### src/hw/rtl/lru_pr_pkg.sv
// ----------------------------------------------------------------------------
// lru_pr_pkg
// Shared constants and types of the LRU page replacement block.
// ----------------------------------------------------------------------------
package lru_pr_pkg;

    localparam int MAX_FRAMES_DEF = 16;
    localparam int PAGE_BITS_DEF  = 16;

    localparam int CFG_BITS   = 5;
    localparam int FAULT_BITS = 32;

    localparam logic [CFG_BITS-1:0]   FRAME_COUNT_RST = 5'd4;
    localparam logic [FAULT_BITS-1:0] FAULT_MAX       = 32'hFFFF_FFFF;

    // Outcome of one lookup in the frame table
    typedef struct packed {
        logic fault;
        logic evict;
    } t_lookup_res;

endpackage

### src/hw/rtl/lru_page_replacement.sv
// ----------------------------------------------------------------------------
// lru_page_replacement
// LRU page replacement unit: one page reference in, one hit/fault result out.
// ----------------------------------------------------------------------------
// The block accepts one page reference per clock while the result side does
// not stall, and returns one result per reference: hit or fault, the evicted
// page on a replacement, and the running saturating fault total. The
// accepting edge loads the input register; the tag compare and recency
// update over all frames then run combinationally and load the result
// register when it is free or drains. The frame table lookup and the rank
// update of all frames happen in that one combinational path, which is what
// sets the clock rate. The input side keeps accepting while a result waits,
// as long as the result register will free up in the same cycle.
// i_cfg_frame_count selects how many frames take part (0 acts as 1, values
// above MAX_FRAMES act as MAX_FRAMES); write it only while no transaction is
// in flight.
module lru_page_replacement import lru_pr_pkg::*; #(
    parameter int MAX_FRAMES = MAX_FRAMES_DEF,
    parameter int PAGE_BITS  = PAGE_BITS_DEF
) (
    input  logic                  i_clk,
    input  logic                  i_rst_n,
    // configuration
    input  logic                  i_cfg_we,
    input  logic [CFG_BITS-1:0]   i_cfg_frame_count,
    // page reference channel
    input  logic                  i_in_valid,
    output logic                  o_in_ready,
    input  logic [PAGE_BITS-1:0]  i_page_number,
    // result channel
    output logic                  o_out_valid,
    input  logic                  i_out_ready,
    output logic                  o_page_fault,
    output logic                  o_evicted_valid,
    output logic [PAGE_BITS-1:0]  o_evicted_page,
    output logic [FAULT_BITS-1:0] o_fault_total
);

    localparam int CNT_W = $clog2(MAX_FRAMES + 1);

    logic [CFG_BITS-1:0]   r_frame_count;
    logic                  r_in_valid;
    logic [PAGE_BITS-1:0]  r_in_page;
    logic [FAULT_BITS-1:0] r_fault_total;
    logic [FAULT_BITS-1:0] n_fault_total;

    logic                  r_out_valid;
    logic                  r_out_fault;
    logic                  r_out_evict;
    logic [PAGE_BITS-1:0]  r_out_ev_page;
    logic [FAULT_BITS-1:0] r_out_total;

    logic                  fire;
    logic [31:0]           cfg_ext;
    logic [CNT_W-1:0]      active_count;
    t_lookup_res           lookup;
    logic [PAGE_BITS-1:0]  ev_page;

    // Advance the stored reference when the result register is free or drains
    assign fire       = r_in_valid && (!r_out_valid || i_out_ready);
    assign o_in_ready = !r_in_valid || fire;

    // Clamp the configured frame count into 1..MAX_FRAMES
    assign cfg_ext = 32'(r_frame_count);
    always_comb begin
        if (cfg_ext == 32'd0) begin
            active_count = CNT_W'(1);
        end else if (cfg_ext > 32'(MAX_FRAMES)) begin
            active_count = CNT_W'(MAX_FRAMES);
        end else begin
            active_count = CNT_W'(cfg_ext);
        end
    end

    always_ff @(posedge i_clk) begin
        if (!i_rst_n) begin
            r_frame_count <= FRAME_COUNT_RST;
        end else if (i_cfg_we) begin
            r_frame_count <= i_cfg_frame_count;
        end
    end

    // Input register
    always_ff @(posedge i_clk) begin
        if (!i_rst_n) begin
            r_in_valid <= 1'b0;
        end else if (o_in_ready) begin
            r_in_valid <= i_in_valid;
        end
    end

    always_ff @(posedge i_clk) begin
        if (o_in_ready && i_in_valid) begin
            r_in_page <= i_page_number;
        end
    end

    lru_pr_frame_table #(
        .MAX_FRAMES (MAX_FRAMES),
        .PAGE_BITS  (PAGE_BITS)
    ) u_frame_table (
        .i_clk          (i_clk),
        .i_rst_n        (i_rst_n),
        .i_update       (fire),
        .i_page         (r_in_page),
        .i_active_count (active_count),
        .o_res          (lookup),
        .o_evicted_page (ev_page)
    );

    // Saturating fault total, counting this reference
    assign n_fault_total = (lookup.fault && (r_fault_total != FAULT_MAX))
                         ? r_fault_total + FAULT_BITS'(1) : r_fault_total;

    always_ff @(posedge i_clk) begin
        if (!i_rst_n) begin
            r_fault_total <= '0;
        end else if (fire) begin
            r_fault_total <= n_fault_total;
        end
    end

    // Result register: hold until taken
    always_ff @(posedge i_clk) begin
        if (!i_rst_n) begin
            r_out_valid <= 1'b0;
        end else if (fire) begin
            r_out_valid <= 1'b1;
        end else if (i_out_ready) begin
            r_out_valid <= 1'b0;
        end
    end

    always_ff @(posedge i_clk) begin
        if (fire) begin
            r_out_fault   <= lookup.fault;
            r_out_evict   <= lookup.evict;
            r_out_ev_page <= ev_page;
            r_out_total   <= n_fault_total;
        end
    end

    assign o_out_valid     = r_out_valid;
    assign o_page_fault    = r_out_fault;
    assign o_evicted_valid = r_out_evict;
    assign o_evicted_page  = r_out_ev_page;
    assign o_fault_total   = r_out_total;

endmodule

### src/hw/rtl/lru_pr_frame_table.sv
// ----------------------------------------------------------------------------
// lru_pr_frame_table
// Fully associative frame store with recency ranks: lookup and update
// of one page reference per cycle; the update is taken only when i_update is set.
// ----------------------------------------------------------------------------
module lru_pr_frame_table import lru_pr_pkg::*; #(
    parameter int MAX_FRAMES = MAX_FRAMES_DEF,
    parameter int PAGE_BITS  = PAGE_BITS_DEF,
    localparam int CNT_W     = $clog2(MAX_FRAMES + 1)
) (
    input  logic                 i_clk,
    input  logic                 i_rst_n,
    input  logic                 i_update,
    input  logic [PAGE_BITS-1:0] i_page,
    input  logic [CNT_W-1:0]     i_active_count,
    output t_lookup_res          o_res,
    output logic [PAGE_BITS-1:0] o_evicted_page
);

    localparam int RANK_W = (MAX_FRAMES > 1) ? $clog2(MAX_FRAMES) : 1;

    logic [PAGE_BITS-1:0] r_page [MAX_FRAMES];
    logic [RANK_W-1:0]    r_rank [MAX_FRAMES];
    logic [MAX_FRAMES-1:0] r_valid;

    logic [PAGE_BITS-1:0] n_page [MAX_FRAMES];
    logic [RANK_W-1:0]    n_rank [MAX_FRAMES];
    logic [MAX_FRAMES-1:0] n_valid;

    logic [MAX_FRAMES-1:0] live;
    logic [MAX_FRAMES-1:0] match;
    logic [MAX_FRAMES-1:0] empty;
    logic [MAX_FRAMES-1:0] lru_cand;
    logic [MAX_FRAMES-1:0] match_oh;
    logic [MAX_FRAMES-1:0] empty_oh;
    logic [MAX_FRAMES-1:0] lru_oh;
    logic [MAX_FRAMES-1:0] touch_oh;
    logic                  hit;
    logic                  fill;
    logic                  evict;
    logic [RANK_W-1:0]     touch_rank;
    logic [PAGE_BITS-1:0]  ev_page;

    // Classify frames: active and valid, tag match, empty slot
    always_comb begin
        for (int i = 0; i < MAX_FRAMES; i++) begin
            live[i]  = (CNT_W'(i) < i_active_count) && r_valid[i];
            match[i] = live[i] && (r_page[i] == i_page);
            empty[i] = (CNT_W'(i) < i_active_count) && !r_valid[i];
        end
    end

    // LRU frame: highest rank among live frames, lowest index on a tie
    always_comb begin
        for (int i = 0; i < MAX_FRAMES; i++) begin
            lru_cand[i] = live[i];
            for (int j = 0; j < MAX_FRAMES; j++) begin
                if (j < i && live[j] && !(r_rank[j] < r_rank[i])) begin
                    lru_cand[i] = 1'b0;
                end
                if (j > i && live[j] && (r_rank[j] > r_rank[i])) begin
                    lru_cand[i] = 1'b0;
                end
            end
        end
    end

    assign match_oh = match & (~match + MAX_FRAMES'(1));
    assign empty_oh = empty & (~empty + MAX_FRAMES'(1));
    assign lru_oh   = lru_cand & (~lru_cand + MAX_FRAMES'(1));

    assign hit   = |match;
    assign fill  = !hit && (|empty);
    assign evict = !hit && !(|empty);

    assign touch_oh = hit ? match_oh : (evict ? lru_oh : '0);

    always_comb begin
        touch_rank = '0;
        ev_page    = '0;
        for (int i = 0; i < MAX_FRAMES; i++) begin
            touch_rank = touch_rank | (touch_oh[i] ? r_rank[i] : '0);
            ev_page    = ev_page | ((evict && lru_oh[i]) ? r_page[i] : '0);
        end
    end

    assign o_res.fault    = !hit;
    assign o_res.evict    = evict;
    assign o_evicted_page = ev_page;

    // Next state: a fill ages every valid frame; a hit or a replacement ages
    // only the frames more recent than the touched one.
    always_comb begin
        n_valid = r_valid;
        for (int i = 0; i < MAX_FRAMES; i++) begin
            n_page[i] = r_page[i];
            n_rank[i] = r_rank[i];
            if (fill) begin
                if (empty_oh[i]) begin
                    n_valid[i] = 1'b1;
                    n_page[i]  = i_page;
                    n_rank[i]  = '0;
                end else if (r_valid[i]) begin
                    n_rank[i] = r_rank[i] + RANK_W'(1);
                end
            end else if (touch_oh[i]) begin
                n_rank[i] = '0;
                if (evict) begin
                    n_page[i] = i_page;
                end
            end else if (r_valid[i] && (r_rank[i] < touch_rank)) begin
                n_rank[i] = r_rank[i] + RANK_W'(1);
            end
        end
    end

    always_ff @(posedge i_clk) begin
        if (!i_rst_n) begin
            r_valid <= '0;
        end else if (i_update) begin
            r_valid <= n_valid;
        end
    end

    always_ff @(posedge i_clk) begin
        if (i_update) begin
            for (int i = 0; i < MAX_FRAMES; i++) begin
                r_page[i] <= n_page[i];
                r_rank[i] <= n_rank[i];
            end
        end
    end

endmodule

### config.mk
export PLATFORM = sky130hd
export DESIGN_NAME = lru_page_replacement
export DESIGN_NICKNAME = d
export VERILOG_FILES = /design/src/hw/rtl/lru_pr_pkg.sv /design/src/hw/rtl/lru_page_replacement.sv /design/src/hw/rtl/lru_pr_frame_table.sv
export SDC_FILE = /design/constraint.sdc
export NUM_CORES = 1
export LEC_CHECK = 0
export ABC_AREA = 1
export BUFFER_PORTS_ARGS = -buffer_cell sky130_fd_sc_hd__buf_2
export CORE_MARGIN = 2
export CORE_UTILIZATION = 46
export DETAILED_ROUTE_END_ITERATION = 6
export GPL_ROUTABILITY_DRIVEN = 0
export RECOVER_POWER = 50
export REMOVE_ABC_BUFFERS = 1
export SLEW_MARGIN = 10
export SYNTH_ARGS = -nofsm -noshare
export SYNTH_HDL_FRONTEND = slang
export SYNTH_SLANG_ARGS = --single-unit
### constraint.sdc
create_clock -name i_clk -period 12.1 [get_ports i_clk]
set_input_delay 1.21 -clock i_clk [delete_from_list [all_inputs] [get_ports i_clk]]
set_output_delay 1.21 -clock i_clk [all_outputs]
set_load 0.05 [all_outputs]
# --- Yosys cells after proc, flatten, opt, wreduce, memory -nomap -nowiden ---
# Memory sizes are Yosys's and may differ from the RTL's.
# Cells that the tools add are included.
totals:
  register_bits: 121
  ram_bits: 320
  output_inout_bits: 52
  n_memories: 2
classes:
  n_addsub: 20
  order_cmp: 273
  n_eq_ne: 17
  mux: 425
  bitwise: 36
  n_reduce_logical: 487
memory_table:
  columns: ["name", "words", "width", "rd", "rd_ports_with_merged_regs", "wr", "line", "text"]
  rows:
  - ["u_frame_table.r_page", 16, 16, 16, 0, 16, "lru_pr_frame_table.sv:22", "logic [PAGE_BITS-1:0] r_page [MAX_FRAMES];"]
  - ["u_frame_table.r_rank", 16, 4, 16, 0, 16, "lru_pr_frame_table.sv:23", "logic [RANK_W-1:0] r_rank [MAX_FRAMES];"]
op_table:
  columns: ["cell", "n"]
  rows:
  - ["$mux W16", 82]
  - ["$lt A4 B4 Y1", 136]
  - ["$gt A4 B4 Y1", 120]
  - ["$mux W4", 96]
  - ["$logic_and A1 B1 Y1", 325]
  - ["$eq A16 B16 Y1", 16]
  - ["$mux W1", 244]
  - ["$or A16 B16 Y16", 15]
  - ["$logic_not A1 Y1", 140]
  - ["$add A4 B1 Y4 const B", 16]
  - ["$or A4 B4 Y4", 15]
  - ["$add A16 B1 Y16 const B", 3]
  - ["$and A16 B16 Y16", 3]
  - ["$not A16 Y16", 3]
  - ["$reduce_and A3 Y1", 16]
  - ["$lt A4 B5 Y1 const A", 8]
  - ["$add A32 B1 Y32 const B", 1]
  - ["$logic_not A32 Y1", 1]
  - ["$mux W32", 1]
  - ["$ne A32 B32 Y1 const B", 1]
  - ["$reduce_or A16 Y1", 2]
  - ["$lt A3 B5 Y1 const A", 4]
  - ["$lt A1 B5 Y1 const A", 2]
  - ["$lt A2 B5 Y1 const A", 2]
  - ["other kinds (4)", 6]

# --- Depth between registers and ports, before layout ---
depth:
  ltp_word: 47
  mapped_depth: 32
  depth_no_buf: 32

# --- Modules after synthesis ---
# A second synthesis with hierarchy kept.
hier_totals:
  hier_cells: 4444
  area_unflattened_um2: 35183.7
by_module_without_submodules:
  columns: ["mod", "n_inst", "cells_per_inst", "area_per_inst_um2"]
  rows:
  - ["lru_pr_frame_table", 1, 3876, 30335.3]
  - ["lru_page_replacement", 1, 568, 4848.4]

# --- Least setup slack after synthesis ---
# No wires, ideal clock.
synth_path:
  path_type: "register -> register"
  from: "mem u_frame_table.r_rank[0][1] in the netlist's numbering"
  to: "mem u_frame_table.r_rank[0][0] in the netlist's numbering (enable)"
  setup_time_ns: 0.339
  arrival_ns: 4.151
  setup_slack_ns: 7.609
  path_stages_with_launch: 26
  n_path_buf: 0
  cell_sequence: "edfxtp_1 inv_1 ha_1 inv_1 nor2_1 o21ai_0 nand2_1 nand3_1 nand3_1 nor3_1 nand3_1 nand2_1 nor2_4 nand2_2 nor2_8 nand3_4 nand2_1 and2_1 a22oi_1 o211ai_1 nor2_1 ha_1 a21boi_1 nand2_1 nand2_1 a21oi_1"
synth_rtl:
  columns: ["item", "line"]
  rows:
  - ["start: declaration", "lru_pr_frame_table.sv:23"]

==> reports/metrics.csv <==
metric,value,unit
critPathKind,reg -> reg,
critPathBufInv,2,
synth_top_area_cell,edfxtp_1,
dp_hpwl,107000,microns
insertion_delay,0.61,ns
fin_util,50.6,%
rsz0062_at_grt,false,
arrival,9.12,ns
end_kind,flop,
p_per_area,85.5,nW/um^2
maxCapViolCount,17,
post_cts.repair.setup_buffers,0,
gr-total-overflow,0,
syn_area,36900,sq um
dr.pass1.iters,7,
violations,"DRC, capacitance limit, slew limit",
critPathRequiredTime,12.33,ns
grt_util_all_layers,34.8,%
skew,0.0260,ns
drtIter0Drc,4215,
numCtsBuffers,46,
crit_top_cell,nand2_1,
path_delay_family,simple AND/OR/NAND/NOR gates,
route.detailed.drc,3,
die-height,287,microns
place_ws,5.84,ns
maxClockFrequency,0.112,GHz
setup_tns,0,ns
fp-row-count,103,
leakagePower,18.9,nW
tightest_slew,4.25,ns
yosys-top-cells-count,"nand2_1 (1216), inv_1 (631), nor2_1 (530), ha_1 (496), edfxtp_1 (386)",
synth_ff_type,edfxtp_1,
ys_top_cells_by_area,"edfxtp_1 (31%), ha_1 (17%), nand2_1 (12%)",
slew_headroom,-183,%
worst_path_largest_cell_delay,1.60,ns
grt_antenna_before_repair,1,
worstPathCellList,clkbuf_1 -> inv_1 -> nor2_1 -> nor3_1 -> nand2_1 -> nor2_1 -> nand3_1 -> nand2_1 -> nor2_1 -> nand2_1 -> nor3_1 -> nand2_1 -> nand2_1 -> nand2_1 -> o2111ai_1 -> a2111oi_0 -> o2111a_1 -> ha_1 -> nand2_1 -> nand2_1 -> nand2_1 -> nand2_1 -> a21oi_1,
yosysSeqAreaShare,34.4,%
finalMaxSlewViolations,622,
h-tree-depth,2,
cts-resized-gates,0,
crit_path_start_kind,flop,
ys_ff_latch,441,
post-route-period-util,73.5,%
clkTransAtPathRegs,0.06,ns
clock_sinks,441,
vias,35117,
drt-wirelength-per-cell,24.5,microns
synth_edf_count,386,
die_w,287,microns
ios,78,
ctsHoldBuffers,0,
power,3.43,mW
drive_gt1_share,4.92,%
ys_types,63,
grt_first_pass_wirelength,212000,microns
synthCells,4765,
async_flop_share,0,%
outcome,finished with violations,
cts.path.max_buffers,3,
grt_pass1_vias,32194,
fill_cells,7682,
min_path_type,reg -> reg,
viasPerCell,5.89,
numPortBuffers,77,
wirelength,146000,microns
fin_crit,8.89,ns
final_area,40100,sq um
cts-root-buf,clkbuf_16,
die-area,82600,sq um
dpl_cell_area,38800,sq um
nNetsFinal,5402,
ant_nets,0,
grt_max_degree,71,
ir_drop,0.116,mV
synth_most_common_cell,nand2_1,
cts_tree,done,
synth_area_per_cell,7.75,sq um
start_util,46.6,%
yosys_warnings,0,
setup_viol,0,
synth_top_area_share,31.4,%
report.final.hold_viol_count,0,
worst_path_max_delay_cell,clkbuf_1,
area_growth,8.60,%
crit_fanout,33,
core_area,79300,sq um
layout_setup_ws,3.21,ns
-- layout make-up --
class	count	area (sq um)	area share [%]
Clock buffer	61	1230	3.06
Timing Repair Buffer	157	845	2.11
Tap cell	1050	1310	3.28
Multi-Input combinational cell	3582	21300	53.2
Inverter	652	2450	6.11
Clock inverter	22	256	0.639
Sequential cell	441	12700	31.6
Antenna cell	2	5.00	0.0125
-- report_power, final --
group	internal (mW)	switching, mW
clock network	0.804	0.616
registers	1.68	0.0231
logic	0.0759	0.229
-- registers in the layout, summed over array words and instances, names as in the netlist --
signal,flops
o_fault_total,32
o_evicted_valid,1
o_page_fault,1
r_fault_total,32
o_out_valid,1
r_in_page,16
u_frame_table.r_valid,16
u_frame_table.r_rank,64
u_frame_table.r_page,256
o_evicted_page,16
r_frame_count,5
r_in_valid,1
-- cell usage in the layout, fill, tap and decap left out, types with 9 or more instances in the layout --
cell type and n:
clkbuf_16 46, xor2_1 164, nor2_4 9, o21bai_1 38
dfxtp_1 55, xnor2_1 28, a22oi_1 15, nor3_2 11
a32oi_1 10, ha_1 496, clkinv_2 10, or2_2 10
a21oi_1 281, nand4_1 107, inv_2 14, clkbuf_1 86
a211oi_1 10, o22ai_1 27, buf_2 24, nor4_1 30
a221oi_1 23, clkinv_1 10, o2111ai_1 16, nor3_1 50
o21ai_0 180, nand2_1 1215, o211ai_1 15, nor2_1 531
nand3_1 213, buf_4 60, inv_1 630, edfxtp_1 386
-- routing by layer --
layer,track usage [%],vias up,routed length [microns]
li1,-,16288,-
met1,45.3,16185,58100
met2,53.1,2088,62300
met3,5.40,554,14100
met4,23.9,2,12000
met5,0,-,9
-- final timing paths --
kind | from | cells after the start | endpoint | slack [ns]
min reg2reg | u_frame_table.r_valid[11] | 2 | u_frame_table.r_valid[11] | 0.51
max | r_in_page[3] | 23 | u_frame_table.r_rank[1][17] | 3.21
min | u_frame_table.r_valid[11] | 2 | u_frame_table.r_valid[11] | 0.51
max reg2reg | r_in_page[3] | 23 | u_frame_table.r_rank[1][17] | 3.21
-- kinds of logic after synthesis --
| group | share of synthesized area (%) |
|---|---|
| buf+inv | 8.00 |
| compound gates | 10.5 |
| fa+ha+maj | 16.8 |
| xor+xnor | 4.55 |
| simple gates | 25.8 |
| flops | 34.4 |
-- stage by stage --
| step | hold slack, ns | instances |
|---|---|---|
| floorplan | 0.454 | 4675 |
| global placement | 0.481 | 5882 |
| detailed placement | 0.488 | 5882 |
| CTS | 0.499 | 5965 |
| global route | 0.531 | 5965 |
| finish | 0.505 | 5967 |
-- tightest hold or removal path: stages (launching register included) --
cell	delay, ns
dfxtp_1	0.33
inv_1	0.07
a21oi_1	0.06
Power figures use the tool's default switching activity.
